===== config.mk =====
export PLATFORM = sky130hd
export DESIGN_NAME = sorted_min_priority_queue
export DESIGN_NICKNAME = d
export VERILOG_FILES = /design/src/sv/smpq_pkg.sv /design/src/sv/smpq_cell.sv /design/src/sv/sorted_min_priority_queue.sv
export SDC_FILE = /design/constraint.sdc
export NUM_CORES = 2
export LEC_CHECK = 0
export BUFFER_PORTS_ARGS = -buffer_cell sky130_fd_sc_hd__buf_2
export CAP_MARGIN = 5
export CELL_PAD_IN_SITES_DETAIL_PLACEMENT = 1
export CELL_PAD_IN_SITES_GLOBAL_PLACEMENT = 2
export CORE_UTILIZATION = 40
export CTS_BUF_LIST = sky130_fd_sc_hd__clkbuf_4 sky130_fd_sc_hd__clkbuf_8 sky130_fd_sc_hd__clkbuf_16
export CTS_CLUSTER_SIZE = 8
export DETAILED_ROUTE_END_ITERATION = 6
export GPL_TIMING_DRIVEN = 0
export MAX_ROUTING_LAYER = met4
export PLACE_DENSITY = 0.89
export SLEW_MARGIN = 20
export SYNTH_ARGS = -nofsm -noshare
export SYNTH_HDL_FRONTEND = slang
export SYNTH_SLANG_ARGS = --single-unit

===== constraint.sdc =====
create_clock -name clock -period 6.1 [get_ports clock]
set_clock_uncertainty 0.05 [all_clocks]
set_input_delay 1.22 -clock clock [delete_from_list [all_inputs] [get_ports clock]]
set_output_delay 1.22 -clock clock [all_outputs]
set_load 0.01 [all_outputs]

===== src/sv/smpq_pkg.sv =====
`timescale 1ns / 1ps
`default_nettype none
// ---------------------------------------------------------------------------
// smpq_pkg
// Shared types and codes for the sorted minimum priority queue.
// ---------------------------------------------------------------------------
package smpq_pkg;

   localparam int ValueWidth = 32;

   // operation codes carried on req_tuser
   localparam logic KIND_PUSH = 1'b0;
   localparam logic KIND_POP  = 1'b1;

   typedef enum logic [1:0] {
      ST_OK    = 2'd0,
      ST_EMPTY = 2'd1,
      ST_FULL  = 2'd2
   } status_type;

   // broadcast from the controller to every cell
   typedef struct packed {
      logic                         push_en;
      logic                         pop_en;
      logic signed [ValueWidth-1:0] new_value;
   } ctrl_type;

endpackage
`default_nettype wire


===== src/sv/smpq_cell.sv =====
`timescale 1ns / 1ps
`default_nettype none
// ---------------------------------------------------------------------------
// smpq_cell
// One slot of the sorted chain: holds a value, compares it with the word
// being pushed and shifts toward its neighbors on push or pop.
// ---------------------------------------------------------------------------
module smpq_cell
   import smpq_pkg::*;
(
   input  wire                          clock,
   input  ctrl_type                     ctrl,
   input  wire                          occupied,
   input  wire                          take_prev,
   input  wire  signed [ValueWidth-1:0] prev_value,
   input  wire  signed [ValueWidth-1:0] next_value,
   output logic                         take,
   output logic signed [ValueWidth-1:0] value
);

   logic signed [ValueWidth-1:0] data_ff;
   logic signed [ValueWidth-1:0] data_in;

   // strict compare: an equal new value lands behind stored ones
   assign take  = !occupied || (data_ff > ctrl.new_value);
   assign value = data_ff;

   always_comb begin
      data_in = data_ff;
      if (ctrl.push_en && take) begin
         // first taking cell gets the new word, the rest shift right
         data_in = take_prev ? prev_value : ctrl.new_value;
      end else if (ctrl.pop_en) begin
         data_in = next_value;
      end
   end

   always_ff @(posedge clock) begin
      data_ff <= data_in;
   end

endmodule
`default_nettype wire


===== src/sv/sorted_min_priority_queue.sv =====
`timescale 1ns / 1ps
`default_nettype none
// ---------------------------------------------------------------------------
// sorted_min_priority_queue
// Bounded min priority queue kept as a sorted chain of compare-and-shift
// cells; push inserts in order, pop removes the head.
// ---------------------------------------------------------------------------
//  channel | ports       | contents
//  --------+-------------+-------------------------------------------------
//  request | req_t*      | tdata: value[31:0]; tuser: kind (0 push, 1 pop)
//  result  | rsp_t*      | tdata: popped_value[31:0], occupancy[36:32];
//          |             | tuser: status[1:0]
//
// One word per cycle unless the result side stalls: all cells compare against
// the pushed value in parallel and shift in the same cycle.
// The result sits in an output register from the next cycle; a new word is
// taken whenever that register is empty or is being drained.
// A stalled result holds; the request side stalls only behind it.
// Synchronous reset empties the queue; no clearing pass is needed.
// ---------------------------------------------------------------------------
module sorted_min_priority_queue
   import smpq_pkg::*;
#(
   parameter int CAPACITY = 16
) (
   input  wire         clock,
   input  wire         reset,
   input  wire         req_tvalid,
   output logic        req_tready,
   input  wire  [31:0] req_tdata,   // [31:0] value
   input  wire  [0:0]  req_tuser,   // [0] kind
   output logic        rsp_tvalid,
   input  wire         rsp_tready,
   output logic [39:0] rsp_tdata,   // [31:0] popped_value, [36:32] occupancy
   output logic [1:0]  rsp_tuser    // [1:0] status
);

   localparam int CntWidth = $clog2(CAPACITY + 1);

   logic [CntWidth-1:0] count_ff;
   logic [CntWidth-1:0] count_in;
   logic                rsp_valid_ff;
   logic                rsp_valid_in;
   logic signed [ValueWidth-1:0] rsp_value_ff;
   logic signed [ValueWidth-1:0] rsp_value_in;
   status_type          rsp_status_ff;
   status_type          rsp_status_in;
   logic [4:0]          rsp_occ_ff;
   logic [4:0]          rsp_occ_in;

   logic                accept;
   logic                is_pop;
   logic                is_empty;
   logic                is_full;
   ctrl_type            ctrl;
   logic [CntWidth+4:0] count_wide;

   logic                         cell_take  [CAPACITY];
   logic signed [ValueWidth-1:0] cell_value [CAPACITY];

   assign accept   = req_tvalid && req_tready;
   assign is_pop   = (req_tuser[0] == KIND_POP);
   assign is_empty = (count_ff == '0);
   assign is_full  = (count_ff == CntWidth'(CAPACITY));

   assign ctrl.push_en   = accept && !is_pop && !is_full;
   assign ctrl.pop_en    = accept && is_pop && !is_empty;
   assign ctrl.new_value = $signed(req_tdata);

   genvar i;
   generate
      for (i = 0; i < CAPACITY; i++) begin : g_cell
         logic                         take_prev;
         logic signed [ValueWidth-1:0] prev_value;
         logic signed [ValueWidth-1:0] next_value;
         logic                         occupied;

         assign occupied = (CntWidth'(i) < count_ff);

         if (i == 0) begin : g_head
            assign take_prev  = 1'b0;
            assign prev_value = ctrl.new_value;
         end else begin : g_body
            assign take_prev  = cell_take[i-1];
            assign prev_value = cell_value[i-1];
         end

         if (i == CAPACITY - 1) begin : g_tail
            assign next_value = cell_value[i];
         end else begin : g_inner
            assign next_value = cell_value[i+1];
         end

         smpq_cell u_cell (
            .clock      (clock),
            .ctrl       (ctrl),
            .occupied   (occupied),
            .take_prev  (take_prev),
            .prev_value (prev_value),
            .next_value (next_value),
            .take       (cell_take[i]),
            .value      (cell_value[i])
         );
      end
   endgenerate

   always_comb begin
      count_in      = count_ff;
      rsp_valid_in  = rsp_valid_ff && !rsp_tready;
      rsp_value_in  = rsp_value_ff;
      rsp_status_in = rsp_status_ff;
      if (ctrl.push_en) begin
         count_in = count_ff + 1'b1;
      end else if (ctrl.pop_en) begin
         count_in = count_ff - 1'b1;
      end
      if (accept) begin
         rsp_valid_in  = 1'b1;
         rsp_value_in  = ctrl.pop_en ? cell_value[0] : '0;
         rsp_status_in = ST_OK;
         if (is_pop && is_empty) begin
            rsp_status_in = ST_EMPTY;
         end else if (!is_pop && is_full) begin
            rsp_status_in = ST_FULL;
         end
      end
   end

   // occupancy field wraps modulo 32
   assign count_wide = {5'b0, count_in};
   assign rsp_occ_in = accept ? count_wide[4:0] : rsp_occ_ff;

   always_ff @(posedge clock) begin
      if (reset) begin
         count_ff     <= '0;
         rsp_valid_ff <= 1'b0;
      end else begin
         count_ff     <= count_in;
         rsp_valid_ff <= rsp_valid_in;
      end
      rsp_value_ff  <= rsp_value_in;
      rsp_status_ff <= rsp_status_in;
      rsp_occ_ff    <= rsp_occ_in;
   end

   assign req_tready = !rsp_valid_ff || rsp_tready;
   assign rsp_tvalid = rsp_valid_ff;
   assign rsp_tdata  = {3'b0, rsp_occ_ff, rsp_value_ff};
   assign rsp_tuser  = rsp_status_ff;

   a_count_bound: assert property (@(posedge clock) disable iff (reset)
      count_ff <= CntWidth'(CAPACITY))
      else $error("entry count above capacity");

   a_pop_empty: assert property (@(posedge clock) disable iff (reset)
      (accept && is_pop && is_empty) |=>
         (rsp_tvalid && rsp_tuser == ST_EMPTY && count_ff == '0))
      else $error("pop on empty queue not reported");

   a_push_full: assert property (@(posedge clock) disable iff (reset)
      (accept && !is_pop && is_full) |=>
         (rsp_tuser == ST_FULL && $stable(count_ff)))
      else $error("push into full queue changed the count");

   a_push_grow: assert property (@(posedge clock) disable iff (reset)
      ctrl.push_en |=> (count_ff == $past(count_ff) + 1'b1))
      else $error("push did not grow the queue");

endmodule
`default_nettype wire

## Yosys cells after proc, flatten, opt, wreduce, memory -nomap -nowiden

Cells that the tools add are included.

| operators by class | value |
|---|---|
| add/subtract/negate cells | 2 |
| $lt $le $gt $ge | 32 |
| eq/ne operators | 1 |
| mux-type cells | 49 |
| reductions and logical operators | 78 |

Operators by type and width:

| operator | number |
|---|---|
| 32-bit two-way mux | 45 |
| 32-bit > comparator | 16 |
| 4-bit by 5-bit less-than comparator with 1-bit output (first input constant) | 8 |
| 2-bit nonzero test | 15 |
| 1-bit logical AND | 24 |
| 1-bit zero test | 21 |
| 3-bit by 5-bit less-than comparator with 1-bit output (first input constant) | 4 |
| 1-bit logical OR | 17 |
| 1-bit by 5-bit less-than comparator with 1-bit output (first input constant) | 2 |
| 2-bit by 5-bit less-than comparator with 1-bit output (first input constant) | 2 |
| 5-bit two-way mux | 2 |
| 5-bit by 1-bit adder with 5-bit output (second input constant) | 1 |
| 5-bit == test (second input constant) | 1 |
| 5-bit zero test | 1 |
| 5-bit by 1-bit subtractor with 5-bit output (second input constant) | 1 |
| 2-bit two-way mux | 1 |
| 1-bit two-way mux | 1 |

| storage, ports and cells | value |
|---|---|
| flip-flop bits (word level) | 557 |
| input port bits | 37 |
| output and inout port bits | 44 |
| logic and storage cells | 183 |

## Longest topological paths before layout

| depth | value |
|---|---|
| word-level depth | 7 |
| gate-level depth with buffers | 15 |
| mapped depth without buffers | 10 |

## Hierarchy

A second synthesis with hierarchy kept.

| unflattened totals | value |
|---|---|
| cell total of the unflattened synthesis | 4,370 |
| area total of the unflattened synthesis | 44,886.8 sq um |

Modules (own cells, without submodules):

| module | times used | cells each | area an instance (sq um) | seq. area each (sq um) |
|---|---|---|---|---|
| smpq_cell (g_cell[0].u_cell ...) | 15 | 263 | 2,676.3 | 960.9 |
| smpq_cell (g_cell[15].u_cell) | 1 | 261 | 2,651.3 | 960.9 |
| sorted_min_priority_queue | 1 | 164 | 2,090.8 | 1,291.2 |

## Least setup slack after synthesis

Ideal clock, no wire load.

| timing | value |
|---|---|
| path kind | in2reg |
| from | in req_tdata[1] |
| to | reg g_cell[15].u_cell.data_ff[0], enable pin |
| library setup time | 480 ps |
| data arrival time | 6,015 ps |
| data required time | 5,570 ps |
| slack | -444 ps |
| cell stages on the path | 12 |
| buffers on the path | 2 |
| path through | clkbuf_1 -> clkbuf_1 -> inv_1 -> ha_1 -> nor2b_1 -> o21a_1 -> o21ai_0 -> a21oi_1 -> o31a_1 -> o32ai_1 -> mux2i_1 -> a311oi_1 |

| between the ends | value |
|---|---|
| longest elaborated chain between the ends | 3 |

RTL lines:

| item | line | source |
|---|---|---|
| start: declaration | sorted_min_priority_queue.sv:30 | `input wire [31:0] req_tdata,` |
| 32-bit > comparator | smpq_cell.sv:25 | `assign take = !occupied \|\| (data_ff > ctrl.new_value);` |
| 1-bit logical OR | smpq_cell.sv:25 |  |
| 1-bit logical AND | smpq_cell.sv:30 | `if (ctrl.push_en && take) begin` |
| end signal: assignment | smpq_cell.sv:39 | `data_ff <= data_in;` |
| end: declaration | smpq_cell.sv:21 | `logic signed [ValueWidth-1:0] data_ff;` |

Every way passes these cells.
A chain may end at the register's enable or synchronous reset.

## Worst setup path after layout

| timing | value |
|---|---|
| from | in req_tdata[9] |
| to | reg g_cell[12].u_cell.data_ff[25], enable pin |

| between the ends | value |
|---|---|
| longest elaborated chain between the ends | 4 |

RTL lines:

| item | line |
|---|---|
| 32-bit > comparator | smpq_cell.sv:25 |
| 1-bit logical OR | smpq_cell.sv:25 |
| 1-bit logical AND | smpq_cell.sv:30 |
| 2-bit nonzero test (no line) | n/a |
| end signal: assignment | smpq_cell.sv:39 |
| end: declaration | smpq_cell.sv:21 |

Every way passes these cells.

==> flow_summary.json <==
{
  "dpl.hpwl_um": 106000,
  "finalSetupViolations": 0,
  "cts.clk_slew.worst_paths_ns": 0.05,
  "status": "finished, violations left",
  "netlist_area_mm2": 0.0396,
  "cts_tree": "yes",
  "grt_overflow": 0,
  "cp_top_family": "buffers and inverters",
  "async_flop_share": 0,
  "worstPathArrival_ns": 6.25,
  "wl_um": 133000,
  "synth_top_family_by_area": "multiplexers",
  "rrSetupSlack_ns": 1.25,
  "cts_max_level": 3,
  "switching_share": 0.312,
  "synthMuxAreaShare": 0.175,
  "min_period_ns": 6.05,
  "worst_pin_slew_ns": 1.10,
  "ys_seq_area_frac": 0.421,
  "nets": 4394,
  "cp.buffers_inverters": 7,
  "max-vdd-ir-drop_v": 0.000172,
  "clock-sinks": 557,
  "ant_nets": 0,
  "routedWlPerCell_um": 25.9,
  "setup_tns_ns": 0,
  "end_kind": "flip-flop",
  "drt-pass1-iter-count": 7,
  "antenna_found_initial": 3,
  "cpPeakStageDelay_ns": 0.64,
  "synth_compound_area_frac": 0.121,
  "via_count": 30500,
  "via_per_inst": 5.93,
  "yosys.area.top_type": "edfxtp_1",
  "switchingPower_mw": 3.83,
  "clock_latency_ns": 0.63,
  "violations": "DRC",
  "p_leak_nw": 19.0,
  "synthCells": 3591,
  "first_global_vias": 32100,
  "cp_cell_sequence": "clkbuf_1 -> clkbuf_2 -> clkinvlp_4 -> buf_4 -> ha_1 -> nand4_1 -> nor4_1 -> a21boi_0 -> o21ai_0 -> and4_1 -> clkbuf_1 -> nand2b_1 -> clkbuf_1 -> buf_1 -> nand2_4",
  "drtIter0Drc": 2302,
  "fp.dieArea_mm2": 0.100,
  "worstPathRequired_ns": 6.30,
  "post-route-period-util": 0.992,
  "p_seq_frac": 0.421,
  "synth.top_cell.area_share": 0.418,
  "die_h_um": 317,
  "post_synth.cell_area_avg_um2": 11.0,
  "clkPwrFrac": 0.328,
  "worstPathMaxFanout": 32,
  "fin_ws_ns": 0.0513,
  "grt_max_degree": 33,
  "drc": 1,
  "drive_gt1_frac": 0.161,
  "power_mw": 12.3,
  "yosys-top-cells-area": "edfxtp_1 (42%), ha_1 (16%), mux2i_1 (8.4%)",
  "synthXorXnorAreaFrac": 0.000663,
  "synth_simple_gate_area_frac": 0.0887,
  "grtUsageTotal": 0.273,
  "synth_cell_types": 71,
  "rows": 115,
  "hold_viol_final": 0,
  "relSlewSlack": 0.263,
  "cpMostUsedCell": "clkbuf_1",
  "cts_root_buf": "clkbuf_16",
  "slew_viol_final": 0,
  "hp-class": "reg2reg",
  "synth_ff_type": "edfxtp_1",
  "clockBufferDepth": 3,
  "crit_type": "in2reg",
  "numCtsBuffers": 79,
  "ys_seq_elements": 557,
  "initial_utilization": 0.403,
  "syn2layout_area_growth_pct": 13.6,
  "synth_edf_count": 551,
  "pre_cts_slack_ns": -1.42,
  "rsz0062_at_grt": "no",
  "port_buffers": 46,
  "p_comb_frac": 0.251,
  "cp-start-kind": "primary input",
  "gp_congestion": 0.950,
  "core_area_mm2": 0.0983,
  "fillers": 10600,
  "synthAdderAreaFrac": 0.163,
  "slowest_stage": "nor4_1",
  "powerDensity_mw_per_mm2": 273,
  "p_int_mw": 8.47,
  "timing.max_cap.violations": 0,
  "fmax_mhz": 165,
  "yosysWarnings": 0,
  "grt_first_pass_wirelength_um": 198000,
  "postCtsHoldBufs": 0,
  "die-width_um": 317,
  "ioPinCount": 81
}
[Yosys cell counts, drive strengths merged, types with 8 or more instances]
library cell    n
a2111oi         8
a211oi         16
a21o           65
a21oi         470
a31oi          34
and2           35
buf            77
clkbuf        142
edfxtp        551
ha            515
inv            71
mux2          312
mux2i         331
nand2         212
nand2b         22
nand3          29
nand4         118
nor2          211
nor2b          30
nor3           21
nor4           20
o211ai         15
o21ai         182
or3            10
or4            10
[layout by cell type, fill, tap and decap left out, types with 9 or more instances in the layout]
cell        instances
buf_6               9
a21oi_1           470
inv_1              44
or4_1              10
clkbuf_4           11
mux2i_1           331
o21ai_1            60
clkbuf_1          102
clkbuf_2           40
o211ai_1           15
buf_16             10
clkinvlp_4         26
buf_4             117
nand4_1           118
nand2_1           206
edfxtp_1          551
o21ai_0           118
nor4_1             18
buf_2              88
mux2_1            105
nor2b_1            30
nor3_1             20
ha_1              515
clkbuf_16          81
mux2_4             26
or3_1              10
nor2_1            211
nand3_1            29
a21o_1             65
nand2b_1           16
a31oi_1            33
a211oi_1           15
and2_1             35
mux2_2            181
buf_1              18
[worst register-to-register path: cells and delay by family, from the launching register on]
| family | cells | cell delay (ns) |
|---|---|---|
| compound gates | 1 | 0.46 |
| fa+ha+maj | 1 | 0.29 |
| buf+inv | 4 | 1.94 |
| flops | 1 | 0.36 |
| simple gates | 4 | 1.37 |
[registers in the layout, indices dropped and copies added, names as in the netlist]
name / flops
count_ff: 5
g_cell.u_cell.value: 512
rsp_occ_ff: 5
rsp_tuser: 2
rsp_tvalid: 1
rsp_value_ff: 32
[final cells by class]
| class | instances | area (um^2) | area share |
|---|---|---|---|
| multi-input cells | 2746 | 21800 | 0.485 |
| plain buffers | 219 | 1010 | 0.0225 |
| flip-flops and latches | 557 | 16700 | 0.370 |
| repair buffers | 168 | 1390 | 0.0309 |
| clock buffers | 92 | 2110 | 0.0469 |
| diodes | 4 | 10.0 | 0.000222 |
| inverters | 71 | 364 | 0.00809 |
| well taps | 1287 | 1610 | 0.0358 |
[timing repair]
item	in CTS	in global routing
resized for setup	45	63
buffers inserted	106	3
endpoints found under the setup margin	593	406
[metrics by stage]
stage                     std cells  hold WS [ns]   util  cell area [um^2]
final                          5144         0.475  0.458             45000
after detailed placement       4939         0.465  0.426             41800
after CTS                      5137         0.474  0.457             44900
after global placement         4926         0.455  0.422             41500
after floorplan                3593         0.479      -             39600
after global routing           5141         0.512  0.458             45000
[metal layers]
metal / track usage / up-vias / routed length [um]
li1: - / 14200 / -
met1: 0.356 / 15300 / 59500
met2: 0.440 / 812 / 62400
met3: 0.0350 / 217 / 7130
met4: 0.0821 / 0 / 4010
met5: - / - / 0
[final timing paths]
path / startpoint / endpoint / cells after the start
hold reg to reg: rsp_tvalid$_SDFF_PP0_ / rsp_tvalid$_SDFF_PP0_ / 2
setup / recovery: req_tdata[9] / g_cell[12].u_cell.value[25]$_DFFE_PP_ / 15
hold / removal: rsp_tvalid$_SDFF_PP0_ / rsp_tvalid$_SDFF_PP0_ / 2
setup reg to reg: count_ff[1]$_SDFF_PP0_ / g_cell[14].u_cell.value[27]$_DFFE_PP_ / 10
[cell families after synthesis]
logic type,after synthesis
buffers and inverters,290
xor gates and xnor gates,3
other,1
adders and majority gates,515
muxes,643
DFF,557
AOI/OAI and AO/OA,850
and+or+nand+nor,732
[power by group through the flow]
stage,registers [mW],clock network (mW),logic (mW)
finish,5.18,4.04,3.09
global route,5.22,4.22,3.40
CTS,5.17,4.10,3.06
detailed placement,5.24,0,2.96
global placement,5.24,0,2.75
floorplan,5.13,0,2.01
Note: power is estimated with default switching activity, not from simulation.
